===== config.mk =====
export PLATFORM = sky130hd
export DESIGN_NAME = can_frame_text_line_parser
export DESIGN_NICKNAME = d
export VERILOG_FILES = /design/src/rtl/core/cftlp_pkg.sv /design/src/rtl/core/can_frame_text_line_parser.sv /design/src/rtl/core/cftlp_front.sv /design/src/rtl/core/cftlp_queue.sv /design/src/rtl/core/cftlp_parse.sv /design/src/rtl/core/cftlp_emit.sv
export SDC_FILE = /design/constraint.sdc
export NUM_CORES = 2
export LEC_CHECK = 0
export ABC_AREA = 1
export BUFFER_PORTS_ARGS = -buffer_cell sky130_fd_sc_hd__buf_2
export CAP_MARGIN = 20
export CELL_PAD_IN_SITES_DETAIL_PLACEMENT = 1
export CELL_PAD_IN_SITES_GLOBAL_PLACEMENT = 1
export CORE_ASPECT_RATIO = 1.5
export CORE_UTILIZATION = 41
export DETAILED_ROUTE_END_ITERATION = 8
export PLACE_DENSITY = 0.7
export SLEW_MARGIN = 10
export SYNTH_ARGS = -nofsm -noshare
export SYNTH_HDL_FRONTEND = slang
export SYNTH_SLANG_ARGS = --single-unit

===== constraint.sdc =====
create_clock -name i_clk -period 36.8 [get_ports i_clk]
set_input_delay 3.68 -clock i_clk [delete_from_list [all_inputs] [get_ports i_clk]]
set_output_delay 3.68 -clock i_clk [all_outputs]
set_load 0.02 [all_outputs]

===== src/rtl/core/cftlp_pkg.sv =====
`timescale 1ns / 1ps

package cftlp_pkg;

    localparam int CHAR_W              = 8;
    localparam int NIB_W               = 4;
    localparam int BYTE_W              = 8;
    localparam int NUM_BYTES           = 8;
    localparam int DEF_MAX_DATA_BYTES  = 8;
    localparam int COUNT_W             = 4;
    localparam int SEC_W               = 63;
    localparam int TS_W                = 64;
    localparam int ID_W                = 32;
    localparam int QUEUE_DEPTH         = 4;

    // Output packing, lowest bit first.
    localparam int TS_LSB     = 0;
    localparam int ID_LSB     = TS_LSB + TS_W;
    localparam int CNT_LSB    = ID_LSB + ID_W;
    localparam int BYTES_LSB  = CNT_LSB + COUNT_W;
    localparam int PAYLOAD_W  = BYTES_LSB + NUM_BYTES * BYTE_W;
    localparam int TDATA_W    = ((PAYLOAD_W + 7) / 8) * 8;
    localparam int PAD_W      = TDATA_W - PAYLOAD_W;

    // Decimal accumulators saturate at the signed 64-bit maximum.
    localparam logic [SEC_W-1:0] DEC_MAX     = '1;
    localparam logic [SEC_W-1:0] DEC_LIM     = DEC_MAX / 10;
    localparam logic [NIB_W-1:0] DEC_REM     = NIB_W'(DEC_MAX % 10);
    localparam logic [TS_W-1:0]  US_PER_SEC  = 64'd1000000;
    localparam logic [TS_W-1:0]  PROD_SAT    = TS_W'({1'b0, DEC_MAX} * US_PER_SEC);

    localparam logic [ID_W-1:0]  ID_MAX      = '1;
    localparam logic [ID_W-1:0]  ID_LIM      = ID_MAX / 16;

    // Character codes.
    localparam logic [CHAR_W-1:0] CH_NUL    = 8'h00;
    localparam logic [CHAR_W-1:0] CH_TAB    = 8'h09;
    localparam logic [CHAR_W-1:0] CH_SPACE  = 8'h20;
    localparam logic [CHAR_W-1:0] CH_HASH   = 8'h23;
    localparam logic [CHAR_W-1:0] CH_LPAREN = 8'h28;
    localparam logic [CHAR_W-1:0] CH_RPAREN = 8'h29;
    localparam logic [CHAR_W-1:0] CH_DOT    = 8'h2E;
    localparam logic [CHAR_W-1:0] CH_ZERO   = 8'h30;
    localparam logic [CHAR_W-1:0] CH_NINE   = 8'h39;
    localparam logic [CHAR_W-1:0] CH_UC_A   = 8'h41;
    localparam logic [CHAR_W-1:0] CH_UC_F   = 8'h46;
    localparam logic [CHAR_W-1:0] CH_LC_A   = 8'h61;
    localparam logic [CHAR_W-1:0] CH_LC_F   = 8'h66;
    localparam logic [NIB_W-1:0]  HEX_ALPHA_OFS = 4'd9;

    typedef struct packed {
        logic             last;
        logic             nul;
        logic             space;
        logic             tab;
        logic             lparen;
        logic             rparen;
        logic             dot;
        logic             hash;
        logic             digit;
        logic             hex;
        logic [NIB_W-1:0] nib;
    } t_token;

    typedef enum logic [8:0] {
        PH_LEAD  = 9'b000000001,
        PH_SEC   = 9'b000000010,
        PH_USEC  = 9'b000000100,
        PH_SP1   = 9'b000001000,
        PH_IFACE = 9'b000010000,
        PH_SP2   = 9'b000100000,
        PH_IDENT = 9'b001000000,
        PH_DATA  = 9'b010000000,
        PH_HALT  = 9'b100000000
    } t_phase;

    typedef struct packed {
        logic                               frame_ok;
        logic [TS_W-1:0]                    sec_us;
        logic [SEC_W-1:0]                   micros;
        logic [ID_W-1:0]                    ident;
        logic [COUNT_W-1:0]                 count;
        logic [NUM_BYTES-1:0][BYTE_W-1:0]   bytes;
    } t_snap;

    function automatic logic dec_sat(input logic [SEC_W-1:0] acc, input logic [NIB_W-1:0] d);
        return (acc > DEC_LIM) || ((acc == DEC_LIM) && (d > DEC_REM));
    endfunction

    function automatic logic [SEC_W-1:0] dec_push(input logic [SEC_W-1:0] acc,
                                                  input logic [NIB_W-1:0] d);
        if (dec_sat(acc, d)) begin
            return DEC_MAX;
        end
        return (acc << 3) + (acc << 1) + SEC_W'(d);
    endfunction

    // Running seconds * 1e6, kept in step with the seconds accumulator.
    function automatic logic [TS_W-1:0] prod_push(input logic [TS_W-1:0] prod,
                                                  input logic sat,
                                                  input logic [NIB_W-1:0] d);
        if (sat) begin
            return PROD_SAT;
        end
        return (prod << 3) + (prod << 1) + (TS_W'(d) * US_PER_SEC);
    endfunction

endpackage


===== src/rtl/core/can_frame_text_line_parser.sv =====
`timescale 1ns / 1ps

// Channel   Dir  Handshake              Payload
// -------   ---  ---------------------  ------------------------------------------------
// s (char)  in   i_s_tvalid/o_s_tready  i_s_tdata: character; i_s_tlast: line_end
// m (frame) out  o_m_tvalid/i_m_tready  o_m_tuser: frame_ok; o_m_tdata: see port comment
//
// Takes one character per clock while the queue has room, lines back to back
// with no gap at line end. A result passes through the snapshot register, then
// the output register with the timestamp add; the parser handles one queued
// character per cycle unless a line end waits on a stalled result path.
// Reset is synchronous, active low; it empties the queue and result stages.
// A stalled output holds the result; the four-entry queue keeps accepting until full.

module can_frame_text_line_parser
    import cftlp_pkg::*;
#(
    parameter int MAX_DATA_BYTES = DEF_MAX_DATA_BYTES
) (
    input  logic               i_clk,
    input  logic               i_rst_n,
    input  logic               i_s_tvalid,
    output logic               o_s_tready,
    input  logic [CHAR_W-1:0]  i_s_tdata,   // [7:0] character
    input  logic               i_s_tlast,   // line_end
    output logic               o_m_tvalid,
    input  logic               i_m_tready,
    // [63:0] stamp_us, [95:64] identifier, [99:96] byte_count,
    // [107:100] data_byte0 ... [163:156] data_byte7, [167:164] zero
    output logic [TDATA_W-1:0] o_m_tdata,
    output logic               o_m_tuser    // [0] frame_ok
);

    t_token w_in_token;
    t_token w_q_token;
    logic   w_push;
    logic   w_q_valid;
    logic   w_pop;
    logic   w_snap_valid;
    logic   w_snap_ready;
    t_snap  w_snap;

    // Front: classify each character as it arrives
    cftlp_front u_front (
        .i_char  (i_s_tdata),
        .i_last  (i_s_tlast),
        .o_token (w_in_token)
    );

    assign w_push = i_s_tvalid && o_s_tready;

    // Short queue decouples intake from the parser
    cftlp_queue u_queue (
        .i_clk   (i_clk),
        .i_rst_n (i_rst_n),
        .i_push  (w_push),
        .i_token (w_in_token),
        .o_ready (o_s_tready),
        .i_pop   (w_pop),
        .o_valid (w_q_valid),
        .o_token (w_q_token)
    );

    // Back: phase machine and accumulators; hands a snapshot over at line end
    cftlp_parse #(
        .MAX_DATA_BYTES (MAX_DATA_BYTES)
    ) u_parse (
        .i_clk        (i_clk),
        .i_rst_n      (i_rst_n),
        .i_valid      (w_q_valid),
        .i_token      (w_q_token),
        .o_pop        (w_pop),
        .o_snap_valid (w_snap_valid),
        .o_snap       (w_snap),
        .i_snap_ready (w_snap_ready)
    );

    // Finish: add microseconds to the scaled seconds, hold the result for the sink
    cftlp_emit u_emit (
        .i_clk        (i_clk),
        .i_rst_n      (i_rst_n),
        .i_snap_valid (w_snap_valid),
        .i_snap       (w_snap),
        .o_snap_ready (w_snap_ready),
        .o_m_tvalid   (o_m_tvalid),
        .i_m_tready   (i_m_tready),
        .o_m_tdata    (o_m_tdata),
        .o_m_tuser    (o_m_tuser)
    );

    // A line end waiting on a full result path must not be dropped
    a_snap_hold: assert property (@(posedge i_clk) disable iff (!i_rst_n)
        (w_snap_valid && !w_snap_ready) |=> w_snap_valid)
        else $error("line end token lost while result path stalled");

    // A good frame always carries at least one byte
    a_ok_has_bytes: assert property (@(posedge i_clk) disable iff (!i_rst_n)
        (o_m_tvalid && o_m_tuser) |-> (o_m_tdata[CNT_LSB +: COUNT_W] != '0))
        else $error("frame_ok with zero byte count");

    // Byte count stays within the configured limit
    a_count_limit: assert property (@(posedge i_clk) disable iff (!i_rst_n)
        o_m_tvalid |-> (o_m_tdata[CNT_LSB +: COUNT_W] <= COUNT_W'(MAX_DATA_BYTES)))
        else $error("byte count exceeds limit");

endmodule


===== src/rtl/core/cftlp_front.sv =====
`timescale 1ns / 1ps

module cftlp_front
    import cftlp_pkg::*;
(
    input  logic [CHAR_W-1:0] i_char,
    input  logic              i_last,
    output t_token            o_token
);

    logic w_digit;
    logic w_lc_hex;
    logic w_uc_hex;

    assign w_digit  = (i_char >= CH_ZERO) && (i_char <= CH_NINE);
    assign w_lc_hex = (i_char >= CH_LC_A) && (i_char <= CH_LC_F);
    assign w_uc_hex = (i_char >= CH_UC_A) && (i_char <= CH_UC_F);

    always_comb begin
        o_token        = '0;
        o_token.last   = i_last;
        o_token.nul    = (i_char == CH_NUL);
        o_token.space  = (i_char == CH_SPACE);
        o_token.tab    = (i_char == CH_TAB);
        o_token.lparen = (i_char == CH_LPAREN);
        o_token.rparen = (i_char == CH_RPAREN);
        o_token.dot    = (i_char == CH_DOT);
        o_token.hash   = (i_char == CH_HASH);
        o_token.digit  = w_digit;
        o_token.hex    = w_digit || w_lc_hex || w_uc_hex;
        // letters a-f / A-F: low nibble 1..6 maps to 10..15
        o_token.nib    = w_digit ? i_char[NIB_W-1:0]
                                 : NIB_W'(i_char[NIB_W-1:0] + HEX_ALPHA_OFS);
    end

endmodule


===== src/rtl/core/cftlp_queue.sv =====
`timescale 1ns / 1ps

module cftlp_queue
    import cftlp_pkg::*;
(
    input  logic   i_clk,
    input  logic   i_rst_n,
    input  logic   i_push,
    input  t_token i_token,
    output logic   o_ready,
    input  logic   i_pop,
    output logic   o_valid,
    output t_token o_token
);

    localparam int PTR_W = $clog2(QUEUE_DEPTH);
    localparam int CNT_W = PTR_W + 1;

    t_token             r_mem [QUEUE_DEPTH];
    logic [PTR_W-1:0]   r_wr_ptr;
    logic [PTR_W-1:0]   r_rd_ptr;
    logic [CNT_W-1:0]   r_count;

    assign o_ready = (r_count != CNT_W'(QUEUE_DEPTH));
    assign o_valid = (r_count != '0);
    assign o_token = r_mem[r_rd_ptr];

    always_ff @(posedge i_clk) begin
        if (i_push) begin
            r_mem[r_wr_ptr] <= i_token;
        end
    end

    always_ff @(posedge i_clk) begin
        if (!i_rst_n) begin
            r_wr_ptr <= '0;
            r_rd_ptr <= '0;
            r_count  <= '0;
        end else begin
            if (i_push) begin
                r_wr_ptr <= PTR_W'(r_wr_ptr + 1'b1);
            end
            if (i_pop) begin
                r_rd_ptr <= PTR_W'(r_rd_ptr + 1'b1);
            end
            unique case ({i_push, i_pop})
                2'b10:   r_count <= CNT_W'(r_count + 1'b1);
                2'b01:   r_count <= CNT_W'(r_count - 1'b1);
                default: r_count <= r_count;
            endcase
        end
    end

endmodule


===== src/rtl/core/cftlp_parse.sv =====
`timescale 1ns / 1ps

module cftlp_parse
    import cftlp_pkg::*;
#(
    parameter int MAX_DATA_BYTES = DEF_MAX_DATA_BYTES
) (
    input  logic   i_clk,
    input  logic   i_rst_n,
    input  logic   i_valid,
    input  t_token i_token,
    output logic   o_pop,
    output logic   o_snap_valid,
    output t_snap  o_snap,
    input  logic   i_snap_ready
);

    localparam logic [COUNT_W-1:0] MAX_CNT = COUNT_W'(MAX_DATA_BYTES);

    t_phase             r_phase,  n_phase;
    logic [SEC_W-1:0]   r_sec,    n_sec;
    logic [TS_W-1:0]    r_prod,   n_prod;
    logic [SEC_W-1:0]   r_usec,   n_usec;
    logic [ID_W-1:0]    r_ident,  n_ident;
    logic [COUNT_W-1:0] r_count,  n_count;
    logic               r_nib_ok, n_nib_ok;
    logic [NIB_W-1:0]   r_nib,    n_nib;
    logic               r_hash,   n_hash;
    logic [BYTE_W-1:0]  r_store [MAX_DATA_BYTES];
    logic [BYTE_W-1:0]  n_store [MAX_DATA_BYTES];

    logic                             put_en;
    logic [BYTE_W-1:0]                put_val;
    logic                             do_ident;
    logic                             sec_sat;
    logic [COUNT_W-1:0]               cnt_inc;
    logic [NUM_BYTES-1:0][BYTE_W-1:0] w_bytes;

    assign o_pop        = i_valid && (!i_token.last || i_snap_ready);
    assign o_snap_valid = i_valid && i_token.last;
    assign cnt_inc      = COUNT_W'(r_count + 1'b1);
    assign sec_sat      = dec_sat(r_sec, i_token.nib);

    always_comb begin
        n_phase  = r_phase;
        n_sec    = r_sec;
        n_prod   = r_prod;
        n_usec   = r_usec;
        n_ident  = r_ident;
        n_count  = r_count;
        n_nib_ok = r_nib_ok;
        n_nib    = r_nib;
        n_hash   = r_hash;
        n_store  = r_store;
        put_en   = 1'b0;
        put_val  = '0;
        do_ident = 1'b0;

        if (i_token.nul) begin
            // NUL ends the line early; a pending digit still forms a byte
            if ((r_phase == PH_DATA) && r_nib_ok) begin
                put_en  = 1'b1;
                put_val = {{(BYTE_W-NIB_W){1'b0}}, r_nib};
            end
            n_nib_ok = 1'b0;
            n_phase  = PH_HALT;
        end else begin
            unique case (r_phase)
                PH_LEAD: begin
                    if (i_token.lparen) begin
                        n_phase = PH_SEC;
                    end else if (!i_token.space && !i_token.tab) begin
                        n_phase = PH_IFACE;
                    end
                end
                PH_SEC: begin
                    if (i_token.digit) begin
                        n_sec  = dec_push(r_sec, i_token.nib);
                        n_prod = prod_push(r_prod, sec_sat, i_token.nib);
                    end else if (i_token.dot) begin
                        n_phase = PH_USEC;
                    end else if (i_token.rparen || i_token.space) begin
                        n_phase = PH_SP1;
                    end else begin
                        n_phase = PH_IFACE;
                    end
                end
                PH_USEC: begin
                    if (i_token.digit) begin
                        n_usec = dec_push(r_usec, i_token.nib);
                    end else if (i_token.rparen || i_token.space) begin
                        n_phase = PH_SP1;
                    end else begin
                        n_phase = PH_IFACE;
                    end
                end
                PH_SP1: begin
                    if (!i_token.space) begin
                        n_phase = PH_IFACE;
                    end
                end
                PH_IFACE: begin
                    if (i_token.space) begin
                        n_phase = PH_SP2;
                    end
                end
                PH_SP2: begin
                    do_ident = !i_token.space;
                end
                PH_IDENT: begin
                    do_ident = 1'b1;
                end
                PH_DATA: begin
                    if (r_nib_ok) begin
                        // second digit completes the pair; a non-hex char closes a lone digit
                        put_en   = 1'b1;
                        put_val  = i_token.hex ? {r_nib, i_token.nib}
                                               : {{(BYTE_W-NIB_W){1'b0}}, r_nib};
                        n_nib_ok = 1'b0;
                        if (cnt_inc >= MAX_CNT) begin
                            n_phase = PH_HALT;
                        end
                    end else if ((r_count >= MAX_CNT) || !i_token.hex) begin
                        n_phase = PH_HALT;
                    end else begin
                        n_nib_ok = 1'b1;
                        n_nib    = i_token.nib;
                    end
                end
                default: begin
                end
            endcase
        end

        if (do_ident) begin
            if (i_token.hex) begin
                n_phase = PH_IDENT;
                n_ident = (r_ident > ID_LIM) ? ID_MAX
                                             : {r_ident[ID_W-NIB_W-1:0], i_token.nib};
            end else if (i_token.hash) begin
                n_hash  = 1'b1;
                n_phase = PH_DATA;
            end else begin
                n_phase = PH_HALT;
            end
        end

        // end of line: a digit left pending forms a byte by itself
        if (i_token.last && (n_phase == PH_DATA) && n_nib_ok) begin
            put_en   = 1'b1;
            put_val  = {{(BYTE_W-NIB_W){1'b0}}, n_nib};
            n_nib_ok = 1'b0;
        end

        if (put_en && (r_count < MAX_CNT)) begin
            for (int i = 0; i < MAX_DATA_BYTES; i++) begin
                if (r_count == COUNT_W'(i)) begin
                    n_store[i] = put_val;
                end
            end
            n_count = cnt_inc;
        end
    end

    for (genvar g = 0; g < NUM_BYTES; g++) begin : g_bytes
        if (g < MAX_DATA_BYTES) begin : g_used
            assign w_bytes[g] = n_store[g];
        end else begin : g_unused
            assign w_bytes[g] = '0;
        end
    end

    always_comb begin
        o_snap          = '0;
        o_snap.frame_ok = n_hash && (n_count != '0);
        o_snap.sec_us   = n_prod;
        o_snap.micros   = n_usec;
        o_snap.ident    = n_hash ? n_ident : '0;
        o_snap.count    = n_count;
        o_snap.bytes    = w_bytes;
    end

    always_ff @(posedge i_clk) begin
        if (!i_rst_n || (o_pop && i_token.last)) begin
            r_phase  <= PH_LEAD;
            r_sec    <= '0;
            r_prod   <= '0;
            r_usec   <= '0;
            r_ident  <= '0;
            r_count  <= '0;
            r_nib_ok <= 1'b0;
            r_nib    <= '0;
            r_hash   <= 1'b0;
            for (int i = 0; i < MAX_DATA_BYTES; i++) begin
                r_store[i] <= '0;
            end
        end else if (o_pop) begin
            r_phase  <= n_phase;
            r_sec    <= n_sec;
            r_prod   <= n_prod;
            r_usec   <= n_usec;
            r_ident  <= n_ident;
            r_count  <= n_count;
            r_nib_ok <= n_nib_ok;
            r_nib    <= n_nib;
            r_hash   <= n_hash;
            r_store  <= n_store;
        end
    end

endmodule


===== src/rtl/core/cftlp_emit.sv =====
`timescale 1ns / 1ps

module cftlp_emit
    import cftlp_pkg::*;
(
    input  logic               i_clk,
    input  logic               i_rst_n,
    input  logic               i_snap_valid,
    input  t_snap              i_snap,
    output logic               o_snap_ready,
    output logic               o_m_tvalid,
    input  logic               i_m_tready,
    output logic [TDATA_W-1:0] o_m_tdata,
    output logic               o_m_tuser
);

    logic               r_snap_valid;
    t_snap              r_snap;
    logic               r_out_valid;
    logic [TDATA_W-1:0] r_tdata;
    logic               r_tuser;
    logic               out_free;
    logic [TS_W-1:0]    w_ts;

    assign out_free     = !r_out_valid || i_m_tready;
    assign o_snap_ready = !r_snap_valid || out_free;
    assign w_ts         = r_snap.sec_us + TS_W'(r_snap.micros);

    assign o_m_tvalid = r_out_valid;
    assign o_m_tdata  = r_tdata;
    assign o_m_tuser  = r_tuser;

    always_ff @(posedge i_clk) begin
        if (!i_rst_n) begin
            r_snap_valid <= 1'b0;
            r_out_valid  <= 1'b0;
        end else begin
            if (o_snap_ready) begin
                r_snap_valid <= i_snap_valid;
            end
            if (out_free) begin
                r_out_valid <= r_snap_valid;
            end
        end
    end

    always_ff @(posedge i_clk) begin
        if (i_snap_valid && o_snap_ready) begin
            r_snap <= i_snap;
        end
        if (r_snap_valid && out_free) begin
            r_tdata <= {{PAD_W{1'b0}}, r_snap.bytes, r_snap.count, r_snap.ident, w_ts};
            r_tuser <= r_snap.frame_ok;
        end
    end

endmodule


# After elaboration in Yosys (flattened, before gate mapping)
# Memories as Yosys holds them, arrays and structs flattened. A register that Yosys moved wholly into a read port is not among the register bits.
# Index checks and enable logic that the tools add are counted.
# classes
add_sub_neg	13
multipliers	1
order_cmp	13
n_eq_ne	27
n_mux	80
n_bitwise	1
n_reduce_logical	40
# op_table
op	n
two-way mux 63 bit	7
two-way mux 64 bit	6
adder 63 x 4 -> 63 bit	2
adder 63 bit	2
equality test 63 x 60 -> 1 bit, second input constant	2
greater-than comparator 63 x 60 -> 1 bit, second input constant	2
two-way mux 9 bit	14
two-way mux 8 bit	13
two-way mux 32 bit	3
adder 64 x 24 -> 64 bit	1
adder 64 x 63 -> 64 bit	1
adder 64 bit	1
case mux 9 bit (6 select lines)	1
equality test 8 x 6 -> 1 bit, second input constant	5
greater-than comparator 32 x 28 -> 1 bit, second input constant	1
two-way mux 4 bit	7
two-way mux 1 bit	24
equality test 9 x 8 -> 1 bit, second input constant	2
multiplier 4 x 14 -> 18 bit, second input constant	1
logical AND 1 bit	17
equality test 4 x 3 -> 1 bit, second input constant	4
>= comparator 8 x 7 -> 1 bit, second input constant	2
<= comparator 8 x 7 -> 1 bit, second input constant	2
logical OR 1 bit	10
35 further kinds	45
# word_totals
reg_bits	707
mem_bits_rw	56
in_bits	13
out_inout_bits	171
word_cells	213
mem_count	1
# mem_list
name	words	word_bits	read_ports	rd_ports_with_merged_regs	write_ports	line_no	text
u_queue.r_mem	4	14	1	1	1	cftlp_queue.sv:19	t_token r_mem [QUEUE_DEPTH];

# Depth between registers and ports, before layout
# logic_depth
ltp_word	15
ltp_mapped	36
mapped_depth_nobuf	34

# By module
# A second synthesis with hierarchy kept.
# unflattened
cells_unflattened	6722
area_unflattened_um2	51323.0
# by_module_without_submodules
module	n_inst	cells_each	area_each_um2	seq_area_each_um2
cftlp_parse	1	4764	30609.4	6105.9
cftlp_emit	1	1699	17797.1	11841.4
cftlp_queue	1	192	2532.4	1861.8
cftlp_front	1	65	376.6	0.0
can_frame_text_line_parser	1	2	7.5	0.0

# Worst setup path after synthesis
# Ideal clock, no wire load.
# synth_path
kind	input-to-reg
start	input port i_m_tready
end	register u_parse.r_sec[52]
setup_ps	115
arrival_time_ps	14993
t_required_ps	36685
path_slack_ps	21691
cell_stages	13
path_buffers	2
path_cell_list	inv_1 nand2_1 nor2_1 nand2_1 nand2_1 nor2_1 nor2_1 inv_2 clkbuf_1 clkbuf_1 nor2_1 o21ai_0 inv_1
# synth_between
elab_chain_cells	6
elab_cells_between_ends	7
cone_classes	reduce/logical (7)
# synth_rtl
item	line_no	text
from (decl)	can_frame_text_line_parser.sv:27	input logic i_m_tready,
logical OR 1 bit (*)	cftlp_emit.sv:25	assign out_free = !r_out_valid || i_m_tready;
logical OR 1 bit (*)	cftlp_emit.sv:26	assign o_snap_ready = !r_snap_valid || out_free;
logical OR 1 bit (*)	cftlp_parse.sv:39	assign o_pop = i_valid && (!i_token.last || i_snap_ready);
logical AND 1 bit (*)	cftlp_parse.sv:39	
logical AND 1 bit	cftlp_parse.sv:184	if (!i_rst_n || (o_pop && i_token.last)) begin
logical OR 1 bit	cftlp_parse.sv:184	
to (signal assigned)	cftlp_parse.sv:199	r_sec <= n_sec;
to (decl)	cftlp_parse.sv:21	logic [SEC_W-1:0] r_sec, n_sec;
# Mark *: on every way between the ends. The rest lies on a longest branch, timed or not.
# A chain may end at the register's enable or synchronous reset.

==> out/metrics.cfg <==
[sta]
final_hold_viol_count=0
worst_pin_slew_ns=1.212
finalWorstSetupSlack_ns=29.09
relSlewSlack=0.1912
setup_viol=0
finalSetupTns_ns=0
hold_slack_ns=0.4148
period_share=0.2095
period_needed_ns=7.709
max_freq_mhz=129.7
slew_viol_final=0
skew_ns=0.04470
rsz0062_at_grt=false

[final_layout]
multi_input_area_um2=24610
fin_area_um2=54140
regArea_um2=19810
nets=6736
num_antenna_cells=0
area_growth_pct=10.75
fill_cells=14465
drive_gt1_frac=0.06747

[worst_setup_path]
path_class=reg -> reg
start_kind=register
rr_worst_depth=32
worstPathRequired_ns=37.24
cp_max_fo=16
r2r_end=u_emit.r_snap[219]
cp.depth=32
crit_family=adder cells
crit_top_cell=inv_1
crit_path_max_incr_delay_ns=0.63
critPathCapture=u_emit.r_snap[219]
endpoint_kind=register
slowest_stage=fa_1
rrSetupSlack_ns=29.09
arrival_ns=8.15
critPathBufInv=8

[synth]
synth_area_leaders=edfxtp_1 (28%), dfxtp_1 (13%), ha_1 (11%)
synth_edf_count=449
synth-warning-count=0
synth_area_per_cell_um2=7.993
synth.most_common_cell=inv_1
synth_top_area_share=0.2758
synthTopCellsByCount=inv_1 (1009), nand2_1 (937), a21oi_1 (635)
async_flop_share=0
synthCells=6116
yosysSeqAreaShare=0.4052
ys.flop_type=edfxtp_1
synth_top_area_cell=edfxtp_1
ys_ff_latch=765
netlist_area_um2=48890
yosysUniqueCellTypes=55

[route]
viasPerCell=5.440
drc=0
vias=42913
drt-total-wl_um=170600
dr.pass1.iters=5
ant_nets=0
first_iter_violations=2051
post_drt_wl_per_cell_um=21.63

[floorplanning]
core_area_um2=117900
die_x_um=283.9
dieArea_um2=120600
io_pins=184
rows=154
dieHeight_um=424.9
start_util=0.4146

[clock_network]
postCtsHoldBufs=0
cts_tree=done
clk_pin_slew_ns=0.06
cts.htree.levels=3
clk_latency_ns=0.72
clk_path_buf_depth=3
cts_resized=0
numCtsBuffers=82
cts_sinks=765
cts_setup_buffers=0
root_buffer=clkbuf_16

[grt]
grt_antenna_before_repair=1
grt_use_total=0.2785
first_global_vias=45378
grt_max_degree=192
grt_pass1_wl_um=259700
overflow=0

[power_and_ir_drop]
cellLeakagePower_nw=25.37
ir_worst_vdd_mv=0.2018
power.density_nw_per_um2=83.46
finalPower_w=0.004518

[place]
gp_congestion=0.9339
detailedPlacementHpwl_um=133400
place_ws_ns=29.22
port_buffers=179
dpl_cell_area_um2=51410

[worst_hold_path]
hold_class=reg -> reg
hold_depth=0

[run]
drv_cap=0

[status]
status=finished, final reports clean

==> per-layer routing <==
layer | wire length, um | track usage
met1 | 64500 | 0.2918
met2 | 92150 | 0.5424
met3 | 4395 | 0.02663
met4 | 9572 | 0.1470
met5 | 0 | 0
==> worst min path at each step <==
stage	to	startpoint	slack, ns
after floorplan	u_emit.o_m_tdata[100]	u_emit.r_snap[0]	0.40
after global placement	u_emit.o_m_tdata[158]	u_emit.r_snap[58]	0.40
after detailed placement	u_emit.o_m_tdata[115]	u_emit.r_snap[15]	0.41
after CTS	u_emit.o_m_tdata[131]	u_emit.r_snap[31]	0.42
after global routing	u_emit.o_m_tdata[95]	u_emit.r_snap[99]	0.42
final	u_emit.o_m_tdata[75]	u_emit.r_snap[79]	0.41
==> metrics by stage <==
step | cells | utilization
after floorplan | 6119 | -
after global placement | 7734 | 0.4359
after detailed placement | 7735 | 0.4359
after CTS | 7889 | 0.4591
after global routing | 7889 | 0.4591
final | 7889 | 0.4591
==> layout make-up <==
cell class / count / share of cell area
well taps: 1560 / 0.03605
multi-input cells: 4170 / 0.4546
inverters: 1028 / 0.07146
repair buffers: 212 / 0.02152
clock inverters: 43 / 0.008528
flip-flops and latches: 765 / 0.3659
clock buffers: 111 / 0.04197
==> layout by cell type, fill, tap and decap left out, types with 7 or more instances in the layout <==
master | Yosys | final
a21boi_0 | 13 | 13
a21o_1 | 31 | 31
a21oi_1 | 635 | 633
a2bb2oi_1 | 8 | 8
a31oi_1 | 112 | 112
and3_1 | 11 | 11
buf_2 | 10 | 179
buf_4 | 8 | 30
clkbuf_1 | 119 | 19
clkbuf_16 | 0 | 83
clkbuf_8 | 0 | 9
clkinv_1 | 5 | 11
clkinv_2 | 0 | 9
clkinvlp_4 | 0 | 7
dfxtp_1 | 316 | 316
edfxtp_1 | 449 | 449
fa_1 | 30 | 30
ha_1 | 434 | 434
inv_1 | 1009 | 1009
inv_2 | 14 | 13
nand2_1 | 937 | 936
nand2_2 | 10 | 10
nand3_1 | 185 | 185
nand4_1 | 32 | 32
nor2_1 | 556 | 552
nor2_2 | 7 | 7
nor3_1 | 83 | 82
nor4_1 | 37 | 36
o211ai_1 | 46 | 46
o21a_1 | 31 | 31
o21ai_0 | 532 | 532
o21ai_1 | 51 | 51
o21bai_1 | 34 | 34
o22ai_1 | 40 | 40
or2_2 | 32 | 32
xnor2_1 | 100 | 100
xor2_1 | 122 | 122
==> cells by family (layout without fill, tap and decap cells) <==
| group | count (synthesis) | after routing | synth area share |
|---|---|---|---|
| buf+inv | 1184 | 1394 | 0.09304 |
| compound gates | 1572 | 1572 | 0.1760 |
| fa+ha+maj | 464 | 464 | 0.1234 |
| xor+xnor | 222 | 222 | 0.03977 |
| simple gates | 1908 | 1908 | 0.1625 |
| other cells | 1 | 4 | 0.00007671 |
| flops | 765 | 765 | 0.4052 |
==> state kept, by name (all words and copies together) (netlist names), 3 cells and up, named ones only <==
register and cells:
u_parse.r_prod 64, u_parse.r_store 64, u_parse.r_count 4, u_queue.r_mem 56, u_parse.r_ident 32, u_emit.r_snap 228
u_parse.r_sec 63, u_parse.r_usec 63, u_emit.o_m_tdata 164, u_queue.r_count 3, u_parse.r_nib 4, u_parse.r_phase 9
==> power breakdown <==
part | total [W] | internal, W | switching (W)
sequential | 0.00144 | 0.00127 | 0.000165
combinational | 0.00223 | 0.000647 | 0.00159
clock | 0.000849 | 0.000465 | 0.000384
==> worst register-to-register path: cells and delay by family, from the launching register on <==
kind            cells  cell delay (ns)
xor+xnor            1             0.16
fa+ha+maj           5             2.33
compound gates      7             1.56
buf+inv             8             1.18
simple gates       11             1.74
flops               1             0.48
No activity file was read; power rests on OpenSTA's default activity.
